--- src/hw/rtl/swfr_pkg.sv ---
package swfr_pkg;

    // Sync word and trailer bytes
    localparam logic [7:0] SYNC_0  = 8'h58;  // 'X'
    localparam logic [7:0] SYNC_1  = 8'h42;  // 'B'
    localparam logic [7:0] SYNC_2  = 8'h55;  // 'U'
    localparam logic [7:0] SYNC_3  = 8'h53;  // 'S'
    localparam logic [7:0] BYTE_CR = 8'h0D;
    localparam logic [7:0] BYTE_LF = 8'h0A;

    localparam int unsigned TDATA_W = 48;

    typedef enum logic [3:0] {
        PH_HUNT   = 4'd0,
        PH_B      = 4'd1,
        PH_U      = 4'd2,
        PH_S      = 4'd3,
        PH_DEST   = 4'd4,
        PH_SEND   = 4'd5,
        PH_LEN_HI = 4'd6,
        PH_LEN_LO = 4'd7,
        PH_DATA   = 4'd8,
        PH_CR     = 4'd9,
        PH_LF     = 4'd10
    } t_phase;

    typedef struct packed {
        logic        payload_valid;
        logic [7:0]  payload_byte;
        logic [7:0]  payload_index;
        logic        frame_end;
        logic        frame_ok;
        logic        for_this_device;
        logic [7:0]  sender_address;
        logic [15:0] payload_length;
        t_phase      parser_state;
    } t_result;

endpackage

--- src/hw/rtl/sync_word_frame_receiver.sv ---
// Channel   Dir  Word                        Notes
// s_axis    in   rx_byte                     one received byte per word
// m_axis    out  one result per input word   tlast = frame_end, tuser = payload_valid
// own_addr  in   own address register        write enable + data, no read-back
//
// One word per cycle sustained while m_axis_tready stays high; the path runs through
// an input register and a result register, the parse state registers feeding back on themselves.
// Synchronous active-low reset returns the parser to hunt and clears the parser and valid flags.
// m_axis_tready low holds the result; the input register still takes one word,
// after which s_axis_tready drops until the result moves on.
module sync_word_frame_receiver import swfr_pkg::*; #(
    parameter int BUFFER_DEPTH = 256
) (
    input  logic               i_clk,
    input  logic               i_rst_n,
    input  logic               i_own_addr_we,
    input  logic [7:0]         i_own_addr_wdata,
    input  logic               s_axis_tvalid,
    output logic               s_axis_tready,
    input  logic [7:0]         s_axis_tdata,   // [7:0] rx_byte
    output logic               m_axis_tvalid,
    input  logic               m_axis_tready,
    // [7:0] payload_byte, [15:8] payload_index, [16] frame_ok,
    // [17] for_this_device, [25:18] sender_address, [41:26] payload_length,
    // [45:42] parser_state, [47:46] zero
    output logic [TDATA_W-1:0] m_axis_tdata,
    output logic               m_axis_tlast,   // frame_end
    output logic               m_axis_tuser    // payload_valid
);

    logic [7:0]  r_own_addr;
    logic        r_in_valid;
    logic [7:0]  r_in_byte;
    logic        r_out_valid;
    t_result     r_out;
    t_result     step_res;
    logic        out_free;
    logic        step;

    assign out_free      = !r_out_valid || m_axis_tready;
    assign step          = r_in_valid && out_free;
    assign s_axis_tready = !r_in_valid || out_free;

    always_ff @(posedge i_clk) begin
        if (!i_rst_n) begin
            r_own_addr <= '0;
        end else if (i_own_addr_we) begin
            r_own_addr <= i_own_addr_wdata;
        end
    end

    always_ff @(posedge i_clk) begin
        if (!i_rst_n) begin
            r_in_valid <= 1'b0;
        end else if (s_axis_tready) begin
            r_in_valid <= s_axis_tvalid;
        end
    end

    always_ff @(posedge i_clk) begin
        if (s_axis_tready && s_axis_tvalid) begin
            r_in_byte <= s_axis_tdata;
        end
    end

    swfr_parser #(
        .BUFFER_DEPTH (BUFFER_DEPTH)
    ) u_parser (
        .i_clk      (i_clk),
        .i_rst_n    (i_rst_n),
        .i_step     (step),
        .i_byte     (r_in_byte),
        .i_own_addr (r_own_addr),
        .o_res      (step_res)
    );

    always_ff @(posedge i_clk) begin
        if (!i_rst_n) begin
            r_out_valid <= 1'b0;
        end else if (out_free) begin
            r_out_valid <= r_in_valid;
        end
    end

    always_ff @(posedge i_clk) begin
        if (step) begin
            r_out <= step_res;
        end
    end

    assign m_axis_tvalid = r_out_valid;
    assign m_axis_tlast  = r_out.frame_end;
    assign m_axis_tuser  = r_out.payload_valid;
    assign m_axis_tdata  = {2'b00, r_out.parser_state, r_out.payload_length,
                            r_out.sender_address, r_out.for_this_device,
                            r_out.frame_ok, r_out.payload_index, r_out.payload_byte};

    // a checked LF always drops the parser back to hunt
    a_end_to_hunt: assert property (@(posedge i_clk) disable iff (!i_rst_n)
        r_out_valid && r_out.frame_end |-> r_out.parser_state == PH_HUNT)
        else $error("frame end without return to hunt");

    a_payload_phase: assert property (@(posedge i_clk) disable iff (!i_rst_n)
        r_out_valid && r_out.payload_valid |->
            (r_out.parser_state == PH_DATA || r_out.parser_state == PH_CR))
        else $error("payload word outside data phase");

    a_payload_index: assert property (@(posedge i_clk) disable iff (!i_rst_n)
        r_out_valid && r_out.payload_valid |->
            16'(r_out.payload_index) < r_out.payload_length)
        else $error("payload index beyond announced length");

    a_no_payload_zero: assert property (@(posedge i_clk) disable iff (!i_rst_n)
        r_out_valid && !r_out.payload_valid |->
            r_out.payload_byte == 8'h00 && r_out.payload_index == 8'h00)
        else $error("payload fields set on a non-payload word");

    // the input register holds its word while the result register is full and not taken
    a_input_held: assert property (@(posedge i_clk) disable iff (!i_rst_n)
        r_in_valid && !out_free |=> r_in_valid && $stable(r_in_byte))
        else $error("held input word lost");

endmodule

--- src/hw/rtl/swfr_parser.sv ---
module swfr_parser import swfr_pkg::*; #(
    parameter int BUFFER_DEPTH = 256
) (
    input  logic       i_clk,
    input  logic       i_rst_n,
    input  logic       i_step,
    input  logic [7:0] i_byte,
    input  logic [7:0] i_own_addr,
    output t_result    o_res
);

    localparam int          CNT_W   = $clog2(BUFFER_DEPTH);
    localparam logic [16:0] DEPTH_C = 17'(BUFFER_DEPTH);

    t_phase             r_phase, n_phase;
    logic               r_addressed, n_addressed;
    logic [7:0]         r_sender, n_sender;
    logic [15:0]        r_length, n_length;
    logic [CNT_W-1:0]   r_count, n_count;
    logic               r_good, n_good;

    logic [CNT_W-1:0]   cnt_inc;
    logic               data_take;

    assign cnt_inc   = r_count + CNT_W'(1);
    // length of zero or beyond the window never takes a byte
    assign data_take = (16'(r_count) < r_length) && ({1'b0, r_length} < DEPTH_C);

    always_comb begin
        case (r_phase)
            PH_HUNT:   n_phase = (i_byte == SYNC_0) ? PH_B : PH_HUNT;
            PH_B:      n_phase = (i_byte == SYNC_1) ? PH_U : PH_HUNT;
            PH_U:      n_phase = (i_byte == SYNC_2) ? PH_S : PH_HUNT;
            PH_S:      n_phase = (i_byte == SYNC_3) ? PH_DEST : PH_HUNT;
            PH_DEST:   n_phase = PH_SEND;
            PH_SEND:   n_phase = PH_LEN_HI;
            PH_LEN_HI: n_phase = PH_LEN_LO;
            PH_LEN_LO: n_phase = PH_DATA;
            PH_DATA: begin
                if (data_take) begin
                    n_phase = (16'(cnt_inc) == r_length) ? PH_CR : PH_DATA;
                end else begin
                    n_phase = PH_HUNT;
                end
            end
            PH_CR:     n_phase = (i_byte == BYTE_CR) ? PH_LF : PH_HUNT;
            PH_LF:     n_phase = PH_HUNT;
            default:   n_phase = (i_byte == SYNC_0) ? PH_B : PH_HUNT;
        endcase
    end

    always_comb begin
        n_addressed = r_addressed;
        n_sender    = r_sender;
        n_length    = r_length;
        n_count     = r_count;
        n_good      = r_good;
        o_res       = '0;
        case (r_phase)
            PH_DEST:   n_addressed = (i_byte == i_own_addr);
            PH_SEND:   n_sender    = i_byte;
            PH_LEN_HI: n_length    = {8'h00, i_byte};
            PH_LEN_LO: begin
                n_length = {r_length[7:0], i_byte};
                n_count  = '0;
            end
            PH_DATA: begin
                if (data_take) begin
                    o_res.payload_valid = 1'b1;
                    o_res.payload_byte  = i_byte;
                    o_res.payload_index = 8'(r_count);
                    n_count             = cnt_inc;
                end
            end
            PH_LF: begin
                n_good          = (i_byte == BYTE_LF);
                o_res.frame_end = 1'b1;
            end
            default: ;
        endcase
        o_res.frame_ok        = n_good;
        o_res.for_this_device = n_addressed;
        o_res.sender_address  = n_sender;
        o_res.payload_length  = n_length;
        o_res.parser_state    = n_phase;
    end

    always_ff @(posedge i_clk) begin
        if (!i_rst_n) begin
            r_phase     <= PH_HUNT;
            r_addressed <= 1'b0;
            r_sender    <= '0;
            r_length    <= '0;
            r_count     <= '0;
            r_good      <= 1'b0;
        end else if (i_step) begin
            r_phase     <= n_phase;
            r_addressed <= n_addressed;
            r_sender    <= n_sender;
            r_length    <= n_length;
            r_count     <= n_count;
            r_good      <= n_good;
        end
    end

endmodule
--- config.mk ---
export PLATFORM = sky130hd
export DESIGN_NAME = sync_word_frame_receiver
export DESIGN_NICKNAME = d
export VERILOG_FILES = /design/src/hw/rtl/swfr_pkg.sv /design/src/hw/rtl/sync_word_frame_receiver.sv /design/src/hw/rtl/swfr_parser.sv
export SDC_FILE = /design/constraint.sdc
export NUM_CORES = 1
export LEC_CHECK = 0
export ABC_AREA = 1
export BUFFER_PORTS_ARGS = -buffer_cell sky130_fd_sc_hd__buf_2
export CORE_UTILIZATION = 48
export DETAILED_ROUTE_END_ITERATION = 10
export GPL_TIMING_DRIVEN = 0
export PLACE_DENSITY_LB_ADDON = 0.15
export SKIP_CTS_REPAIR_TIMING = 1
export SLEW_MARGIN = 5
export SYNTH_ARGS = -nofsm -noshare
export SYNTH_HDL_FRONTEND = slang
export SYNTH_SLANG_ARGS = --single-unit
--- constraint.sdc ---
create_clock -name i_clk -period 3.7 [get_ports i_clk]
set_clock_uncertainty 0.2 [all_clocks]
set_input_delay 0.74 -clock i_clk [delete_from_list [all_inputs] [get_ports i_clk]]
set_output_delay 0.74 -clock i_clk [all_outputs]
set_load 0.03 [all_outputs]
* After elaboration in Yosys (flattened, before gate mapping)
Index checks and enable logic that the tools add are counted.
** Storage, ports and cells
- Register bits after elaboration :: 104
- Latch bits :: 0
- Memory bits (writable) :: 0
- Memory bits (read-only) :: 0
- Input port bits :: 21
- Output and inout port bits :: 52
- Logic and storage cells :: 67
- Memories kept :: 0
** Cells by class
- Add/sub/neg operators :: 1
- Multipliers :: 0
- Divide/modulo/power cells :: 0
- Magnitude comparators :: 2
- Equality and inequality tests :: 19
- Shift-type cells :: 0
- Multiplexer cells :: 16
- Bitwise logic cells :: 0
- Reduce and logical (&&, ||, !) cells :: 10
** Operators by type and width (number)
- one-hot mux 4 bit (10 select lines) :: 1
- equality test 8 x 7 -> 1 bit, second input constant :: 4
- one-hot mux 16 bit (2 select lines) :: 1
- 2-to-1 mux 17 bit :: 1
- equality test 4 x 3 -> 1 bit, second input constant :: 4
- equality test 8 x 16 -> 1 bit :: 1
- equality test 8 x 4 -> 1 bit, second input constant :: 2
- < comparator 16 x 9 -> 1 bit, second input constant :: 1
- < comparator 8 x 16 -> 1 bit :: 1
- 2-to-1 mux 8 bit :: 2
- one-hot mux 8 bit (2 select lines) :: 1
- equality test 4 bit, second input constant :: 3
- adder 8 x 1 -> 8 bit, second input constant :: 1
- equality test 4 x 2 -> 1 bit, second input constant :: 2
- equality test 8 bit :: 1
- 2-to-1 mux 4 bit :: 2
- 2-to-1 mux 1 bit :: 5
- equality test 4 x 1 -> 1 bit, second input constant :: 1
- 2-to-1 mux 2 bit :: 2
- logical AND 1 bit :: 3
- 2-to-1 mux 3 bit :: 1
- AND reduction 3 bit :: 1
- logical NOT 1 bit :: 2
- logical OR 1 bit :: 2
- other kinds (3) :: 3

* Logic depth before layout (Yosys ltp)
Gate-level depths: netlist of run 1.
- Depth after elaboration :: 5
- Mapped depth :: 14
- Gate-level depth less buffers :: 14

* Modules after synthesis
Synthesis of run 1 repeated with hierarchy kept, for this count alone.
** Second synthesis, totals
- Cells, all modules :: 547
- Area total of the unflattened synthesis :: 4883.4 µm²
** By module, submodules not included
- swfr_parser :: times used 1, cells each 442, area an instance 2832.7 µm², seq. area each 760.7 µm²
- sync_word_frame_receiver :: times used 1, cells each 105, area an instance 2050.7 µm², seq. area each 1881.8 µm²

* Worst setup path after synthesis of run 1
No wires, ideal clock.
- Kind :: input-to-reg
- Start point :: in m_axis_tready
- End point :: reg u_parser.r_phase[0]
- Setup time :: 112 ps
- Arrival :: 2876 ps
- Data required time :: 3388 ps
- Path slack :: 512 ps
- Stages on the path :: 8
- Path through :: inv_1 -> nand2_1 -> nand2_1 -> inv_1 -> buf_1 -> nand4_1 -> nand2_1 -> inv_1
** On the way
- Longest elaborated chain between the ends :: 2
** Ends and longest elaborated chain
- start, declared :: RTL line sync_word_frame_receiver.sv:22 : input logic m_axis_tready,
- logical OR 1 bit :: RTL line sync_word_frame_receiver.sv:40 : assign out_free = !r_out_valid || m_axis_tready;
- logical AND 1 bit :: RTL line sync_word_frame_receiver.sv:41 : assign step = r_in_valid && out_free;
- net step :: RTL line sync_word_frame_receiver.sv:38 : logic step;
- end signal, assigned :: RTL line swfr_parser.sv:97 : r_phase <= n_phase;
- end, declared :: RTL line swfr_parser.sv:15 : t_phase r_phase, n_phase;
The timed path passes the listed nets, and every way through them passes these cells.
A chain may end at the register's enable or synchronous reset.

* Worst setup path after layout of run 1
- Start point :: reg u_parser.r_length[6]
- End point :: reg u_parser.r_count[1]
** On the way
- Longest elaborated chain between the ends :: 4
- Elaborated cells between the ends (all ways) :: 5
- Classes of those cells :: 2 x order compare; 1 x eq/ne; 2 x reduce/logical
** Ends and longest elaborated chain
- start, declared :: RTL line swfr_parser.sv:18 : logic [15:0] r_length, n_length;
- start signal, assigned :: RTL line swfr_parser.sv:100 : r_length <= n_length;
- < comparator 8 x 16 -> 1 bit / < comparator 16 x 9 -> 1 bit (equally long branches) :: RTL line swfr_parser.sv:27 : assign data_take = (16'(r_count) < r_length) && ({1'b0, r_length} < DEPTH_C);
- logical AND 1 bit (*) :: RTL line swfr_parser.sv:27
- inequality test 2 x 1 -> 1 bit (no line) (*)
- AND reduction 3 bit (no line) (*)
- end signal, assigned :: RTL line swfr_parser.sv:101 : r_count <= n_count;
- end, declared :: RTL line swfr_parser.sv:19 : logic [CNT_W-1:0] r_count, n_count;
Every way passes the cells marked *; elsewhere a longest branch is shown, timed or not.

==> impl_results.md, run 1 <==
* Core Area at 9770 um^2
* Vias in the first global route at approximately 3700
* Sequential fraction of the synthesis area at 0.544
* Nets at 669
* Initial antenna violation count at 0
* Final slew viol count at 0
* Share of cells above drive strength 1 at 0.196
* Comb pwr share at 0.133
* Crit path max fanout at 10
* Top-area cell type share of the netlist area at 0.346
* Clock transition at the registers of the reported paths at 110 ps
* Worst Path Required at 3770 ps
* Number of synthesized register bits at ~100
* Worst vdd ir at 0.223 mV
* CP endpoint kind: flip-flop
* Yosys warns at 0
* Critical-path top delay cell: dfxtp_1
* Average size of a mapped cell at about 8.7 um^2
* Most used flip-flop cell after synthesis: edfxtp_1
* Xor/xnor cell area share of the yosys netlist at 0.0144
* Adder-Cell Fraction of Synth Area at 0.0232
* CTS root buffer: clkbuf_8
* Largest net degree at the start of global routing at 31
* RR Endpoint: u_parser.r_count[1]
* Post-synthesis cell count at between 500 and 600
* Leakage at between 2 and 2.5 nW
* Synth Area in Simple Gates at 0.190
* CP most frequent cell: nand2_4
* Status: finished clean
* Post-route DRC violation count at 0
* Initial DRC Count at roughly 230
* Mux cell area share after synthesis at 0
* CTS HTree Levels at 3
* Reg2Reg Depth at 11
* CTS tree: done
* Die ar. at between 10000 and 15000 um^2
* Crit path time final at 2280 ps
* CTS buffer count at 9
* DP Area at 5400 um^2
* PnR Total Power at between 2 and 2.5 mW
* R2R setup slack at between 1000 and 1500 ps
* Row cnt at 36
* DIE HEIGHT at 103 um
* GP Congestion at between 0.8 and 0.9
* Worst-Skew Late Latency at roughly 380 ps
* Worst-Margin Slew at 689 ps
* Top Ports at 73
* Crit path cell chain: inv_1 > ha_1 > nand2_1 > o21bai_1 > nor2_2 > nand4_4 > nand2_4 > nand2_4 > buf_6 > o21ai_2 > a21oi_2
* Hold WC Path Type: in -> reg
* EDFF count, synth at 56
* Util after Layout at 0.575
* Slew margin rel. at 0.541
* Top cells by area, synth: edfxtp_1, dfxtp_1, inv_1
* Most numerous cell in the Yosys netlist: inv_1
* Max cap viols at 0
* Seq pwr share at 0.547
* Port buffer count at 70
* Yosys cell types at 35
* R2R Path Start: u_parser.r_length[6]
* Grt ovf at 0
* Post-route cell area at approximately 5600 um^2
* Commonest cells in the netlist: inv_1, nand2_1, nor2_1, edfxtp_1, dfxtp_1
* Buf/Inv on CP at 2
* Crit path DAT at between 2000 and 2500 ps
* Synth area leader: edfxtp_1
* Vias per cell at a little over 5
* RSZ-0062 raised after global routing: no
* GRT Overall Usage at 0.228
* Area growth syn-to-layout at 15.7%
* Routed Antenna Nets at 0
* CP max stage delay at about 370 ps
* WL final at 11.2 mm
* Final setup vio count at 0
* Starting Density at 0.497
* Antenna diodes at 0
* Pint at approximately 1.7 mW
* Final hold vios at 0
* Drt first pass iters at 6
* Largest family of logic cells by synthesized area: simple AND/OR/NAND/NOR gates
* Sw Ratio at 0.289
* Final worst path period share at 0.616
* Post-synthesis compound-gate area fraction at 0.134
* Clock share of power at 0.320
* Clk sinks at 104
* Cell family with the largest share of critical-path delay: simple AND/OR/NAND/NOR gates
* Power per cell area at about 430 nW/um^2
* Critical path origin: u_parser.r_length[6]
* Die width at between 100 and 150 um
* Avg WL per Cell at ~14 um
* First-pass GRT wire length at 18.0 mm
* Cell area after synthesis at approximately 4900 um^2
* Switch Pwr at roughly 0.7 mW
* Crit path depth at 11
* Fraction of registers with async set/reset at 0
* Setup crit end: u_parser.r_count[1]
* Setup CP Type: reg -> reg
* Clock Path Buffers at 2
* Via count at ~4000
* # fillers at 918
* Crit start category: flip-flop
* Final HPWL DP at 8.03 mm
* Fmax at around 0.44 GHz
layer usage:
layer | part of all wire | global-route usage | vias to the layer above | routed length (um)
li1 | - | - | 1999 | -
met1 | 0.47 | 0.302 | 1839 | 5210
met2 | 0.46 | 0.361 | 110 | 5090
met3 | 0.053 | 0.0569 | 20 | 587
met4 | 0.025 | 0.0857 | 0 | 280
met5 | 0 | 0 | - | 0
worst min-delay path by stage:
stage / from / endpoint / slack [ps] / cells past startpoint
3_3_place_gp: m_axis_tvalid / m_axis_tvalid / 290 / 2
5_1_grt: s_axis_tdata[0] / r_in_byte[0] / 310 / 1
2_1_floorplan: u_parser.r_count[7] / u_parser.r_count[7] / 280 / 2
3_5_place_dp: m_axis_tvalid / m_axis_tvalid / 310 / 2
6_report: s_axis_tdata[2] / r_in_byte[2] / 330 / 1
4_1_cts: s_axis_tdata[2] / r_in_byte[2] / 320 / 1
through the flow:
step / cells / hold WS, ps / setup WS (ps) / setup TNS [ps]
after floorplan: 557 / 281 / 512 / 0
after global placement: 760 / 295 / -365 / -17670
after detailed placement: 761 / 307 / 1100 / 0
after CTS: 777 / 323 / 1430 / 0
after global routing: 777 / 306 / 1240 / 0
final: 777 / 326 / 1420 / 0
final cells by class:
class,instances,area (um^2),share of cell area
multi-input combinational,338,1760,0.314
clock buffer,9,124,0.0220
tap,133,166,0.0296
buffer,20,101,0.0180
sequential,104,2640,0.470
inverter,95,357,0.0635
clock inverter,7,95.1,0.0169
timing repair buffer,71,370,0.0659
sequential cells by signal (all words and copies together), names as in the netlist:
register,count
m_axis_tuser,1
u_parser.r_sender,8
m_axis_tvalid,1
u_parser.r_addressed,1
m_axis_tlast,1
u_parser.r_phase,4
r_own_addr,8
u_parser.r_count,8
u_parser.r_length,16
m_axis_tdata,46
r_in_valid,1
u_parser.r_good,1
r_in_byte,8
worst reg2reg max path, stage by stage, from the launching register on:
cell	delay, ps
dfxtp_1	370
inv_1	140
ha_1	340
nand2_1	110
o21bai_1	90
nor2_2	160
nand4_4	200
nand2_4	170
nand2_4	60
buf_6	150
o21ai_2	150
a21oi_2	40
logic make-up after synthesis:
family,Yosys count
other,1
DFF,104
adders and majority gates,9
and+or+nand+nor,203
AOI/OAI and AO/OA,116
xor gates and xnor gates,8
buffers and inverters,115
layout by cell type (no fill, tap or decap), drive strengths merged:
cell type	count
nor3	7
edfxtp	56
o22ai	8
nand3	34
conb	2
nor4	3
inv	98
dfxtp	48
bufinv	1
clkinv	3
xnor2	2
o21ai	60
nor2	64
nand4	8
ha	9
clkbuf	19
xor2	6
a21oi	47
o21bai	1
buf	81
nor3b	1
nand2	86
power groups by stage:
| stage | sequential (mW) | combinational (mW) | clock, mW |
|---|---|---|---|
| 6_report | 1.32 | 0.319 | 0.770 |
| 5_1_grt | 1.32 | 0.353 | 0.828 |
| 4_1_cts | 1.32 | 0.318 | 0.780 |
| 3_5_place_dp | 1.34 | 0.316 | 0 |
| 3_3_place_gp | 1.34 | 0.307 | 0 |
| 2_1_floorplan | 1.39 | 0.171 | 0 |
Note: power is estimated with default switching activity, not from simulation.
==> inputs of run 2 (changes only) <==
Clock period 3.7 ns to 2.35 ns, I/O delays scaled along.
==> run 2 against run 1 <==
  * Via count grew 0.33%
  * Non-clock buffer count increased by 1
  * Routed wire length decreased by 0.75%
  * Clock power grew 74%
  * Sequential share of layout area is 0.17 points lower
  * Register-to-register slack got worse by 1300 ps
  * Core utilization grew 0.27 points
  * Fmax is 3.6% higher
  * Global-route usage is 0.22 points higher
  * Die area is the same
  * Sequential cell count unchanged
  * Hold slack got worse by 260 ps
  * Critical path type unchanged
  * Critical endpoint unchanged
  * Highest routed layer unchanged
==> impl_results.md, run 2 (synthesis gave the netlist of run 1 again) <==
* Crit path DAT at 2280 ps (-70 ps)
* Final slew viol count at 0 (unchanged)
* Worst Path Required at 2420 ps (-1350 ps)
* Clock share of power at 0.342 (+0.022)
* # placed instances at 760 (-0.13%)
* WHS at 64.1 ps (-262 ps)
* Port buffer count at 70 (unchanged)
* Hold WC Path Type: in -> reg
* Status: finished clean
* Via count at 3981 (+0.33%)
* Die width at 103 um (unchanged)
* Sw Ratio at 0.257 (-0.0313)
* Commonest non-fill, non-tap cell in the layout: inv_1
* Crit path time final at 2200 ps (-79.2 ps)
* DP Area at 5390 um^2 (-0.26%)
* First-pass GRT wire length at 18.1 mm (+0.31%)
* CTS buffer count at 9 (unchanged)
* Final worst path period share at 0.937 (+0.320)
* Row cnt at 36 (unchanged)
* Avg WL per Cell at 14.2 um (-0.88%)
* Max cap viols at 0 (unchanged)
* Setup ws final at 149 ps (-1270 ps)
* Worst vdd ir at 0.322 mV (+44%)
* Max reg flops at 46 (unchanged)
* Share of cells above drive strength 1 at 0.198 (+0.00280)
* Fin cells at 778 (+0.13%)
* Setup TNS at 0 ps (unchanged)
* Worst-Margin Slew at 729 ps (+39.5 ps)
* DIE HEIGHT at 103 um (unchanged)
* Worst-Skew Late Latency at 370 ps (about the same)
* # fillers at 884 (-3.7%)
* WL final at 11.1 mm (-0.75%)
* Drt first pass iters at 5 (-1)
* GP Congestion at 0.872 (-2.9%)
* Clk sinks at 104 (unchanged)
* Top Ports at 73 (unchanged)
* Clock transition at the registers of the reported paths at 100 ps (about the same)
* Final HPWL DP at 7.85 mm (-2.3%)
* Crit path max fanout at 10 (unchanged)
* Final setup vio count at 0 (unchanged)
* Grt ovf at 0 (unchanged)
* Pint at 2.90 mW (+70%)
* Nets at 670 (+0.15%)
* Switch Pwr at 1.01 mW (+45%)
* Antenna diodes at 0 (unchanged)
* Comb pwr share at 0.127 (-0.006)
* Crit start category: flip-flop
* CTS HTree Levels at 3 (unchanged)
* Fmax at 0.454 GHz (+3.6%)
* Slew margin rel. at 0.514 (-0.0263)
* Die ar. at 10500 um^2 (unchanged)
* Seq pwr share at 0.530 (-0.017)
* RSZ-0062 raised after global routing: no
* Vias per cell at 5.12 (+0.20%)
* Post-route cell area at 5640 um^2 (+0.47%)
* CTS root buffer: clkbuf_8
* Routed Antenna Nets at 0 (unchanged)
* Initial DRC Count at 314 (+38%)
* Vias in the first global route at 3743 (+1.7%)
* Core Area at 9770 um^2 (unchanged)
* Final hold vios at 0 (unchanged)
* Post-route DRC violation count at 0 (unchanged)
* Clock Path Buffers at 2 (unchanged)
* Power per cell area at 693 nW/um^2 (+62%)
* Initial antenna violation count at 0 (unchanged)
* CP endpoint kind: flip-flop
* Place WS at -485 ps (-1580 ps)
* Starting Density at 0.497 (unchanged)
* Area growth syn-to-layout at 16.2%
* Commonest non-fill, non-tap cells in the layout: inv_1, nand2_1, buf_2
* Largest net degree at the start of global routing at 58 (+87%)
* Leakage at 2.50 nW (+0.54%)
* Setup CP Type: reg -> reg
* CTS tree: done
* GRT Overall Usage at 0.230 (+0.00222)
## run 2: cell types whose count changed in the layout (fill, tap and decap cells not counted), moves of 2 or more
| cell | previous run | this run |
|---|---|---|
| buf_4 | 4 | 7 |
| bufinv_16 | 1 | 3 |
| dfxtp_1 | 48 | 46 |
| dfxtp_2 | 0 | 2 |
| inv_6 | 2 | 0 |
| inv_8 | 2 | 0 |
## run 2: power groups by stage
stage                     Combinational (mW)  Clock [mW]  Sequential [mW]
after floorplan                        0.270           0             2.19
after global placement                 0.486           0             2.11
after detailed placement               0.493           0             2.12
after CTS                              0.495        1.37             2.08
after global routing                   0.552        1.46             2.09
final                                  0.498        1.34             2.07
## run 2: per-layer routing
layer / GRT usage / share of wire / wire [um]
met1: 0.309 / 0.47 / 5180
met2: 0.354 / 0.46 / 5110
met3: 0.0556 / 0.049 / 548
met4: 0.100 / 0.022 / 248
met5: 0 / 0 / 0
## run 2: critical path: stages, from the launching register on
cell and delay [ps]:
dfxtp_1 350, inv_1 120, ha_1 350, nand2_1 110, o21bai_1 90, nor2_2 150, nand4_4 170, nand2_4 160
nand2_4 60, buf_6 150, o21ai_2 160, a21oi_2 40
## run 2: layout make-up
cell class	count	area, um^2	area share
Multi-Input combinational cell	338	1760	0.312
Clock inverter	5	104	0.0184
Tap cell	133	166	0.0295
Timing Repair Buffer	72	365	0.0647
Sequential cell	104	2650	0.469
Buffer	20	104	0.0184
Inverter	95	357	0.0632
Clock buffer	11	141	0.0250
## run 2: path summary, 6_finish.rpt
kind                        startpoint                   to  slack [ps]  cells after the start
setup / recovery  u_parser.r_length[7]  u_parser.r_count[1]         150                     11
hold / removal         s_axis_tdata[3]         r_in_byte[3]          60                      1
setup reg to reg  u_parser.r_length[7]  u_parser.r_count[1]         150                     11
hold reg to reg          r_own_addr[2]        r_own_addr[2]         330                      2
## run 2: stage by stage
step,power (mW),util
5_1_grt,4.09,0.577
4_1_cts,3.94,0.576
6_report,3.91,0.577
2_1_floorplan,2.46,-
3_3_place_gp,2.60,0.551
3_5_place_dp,2.61,0.551
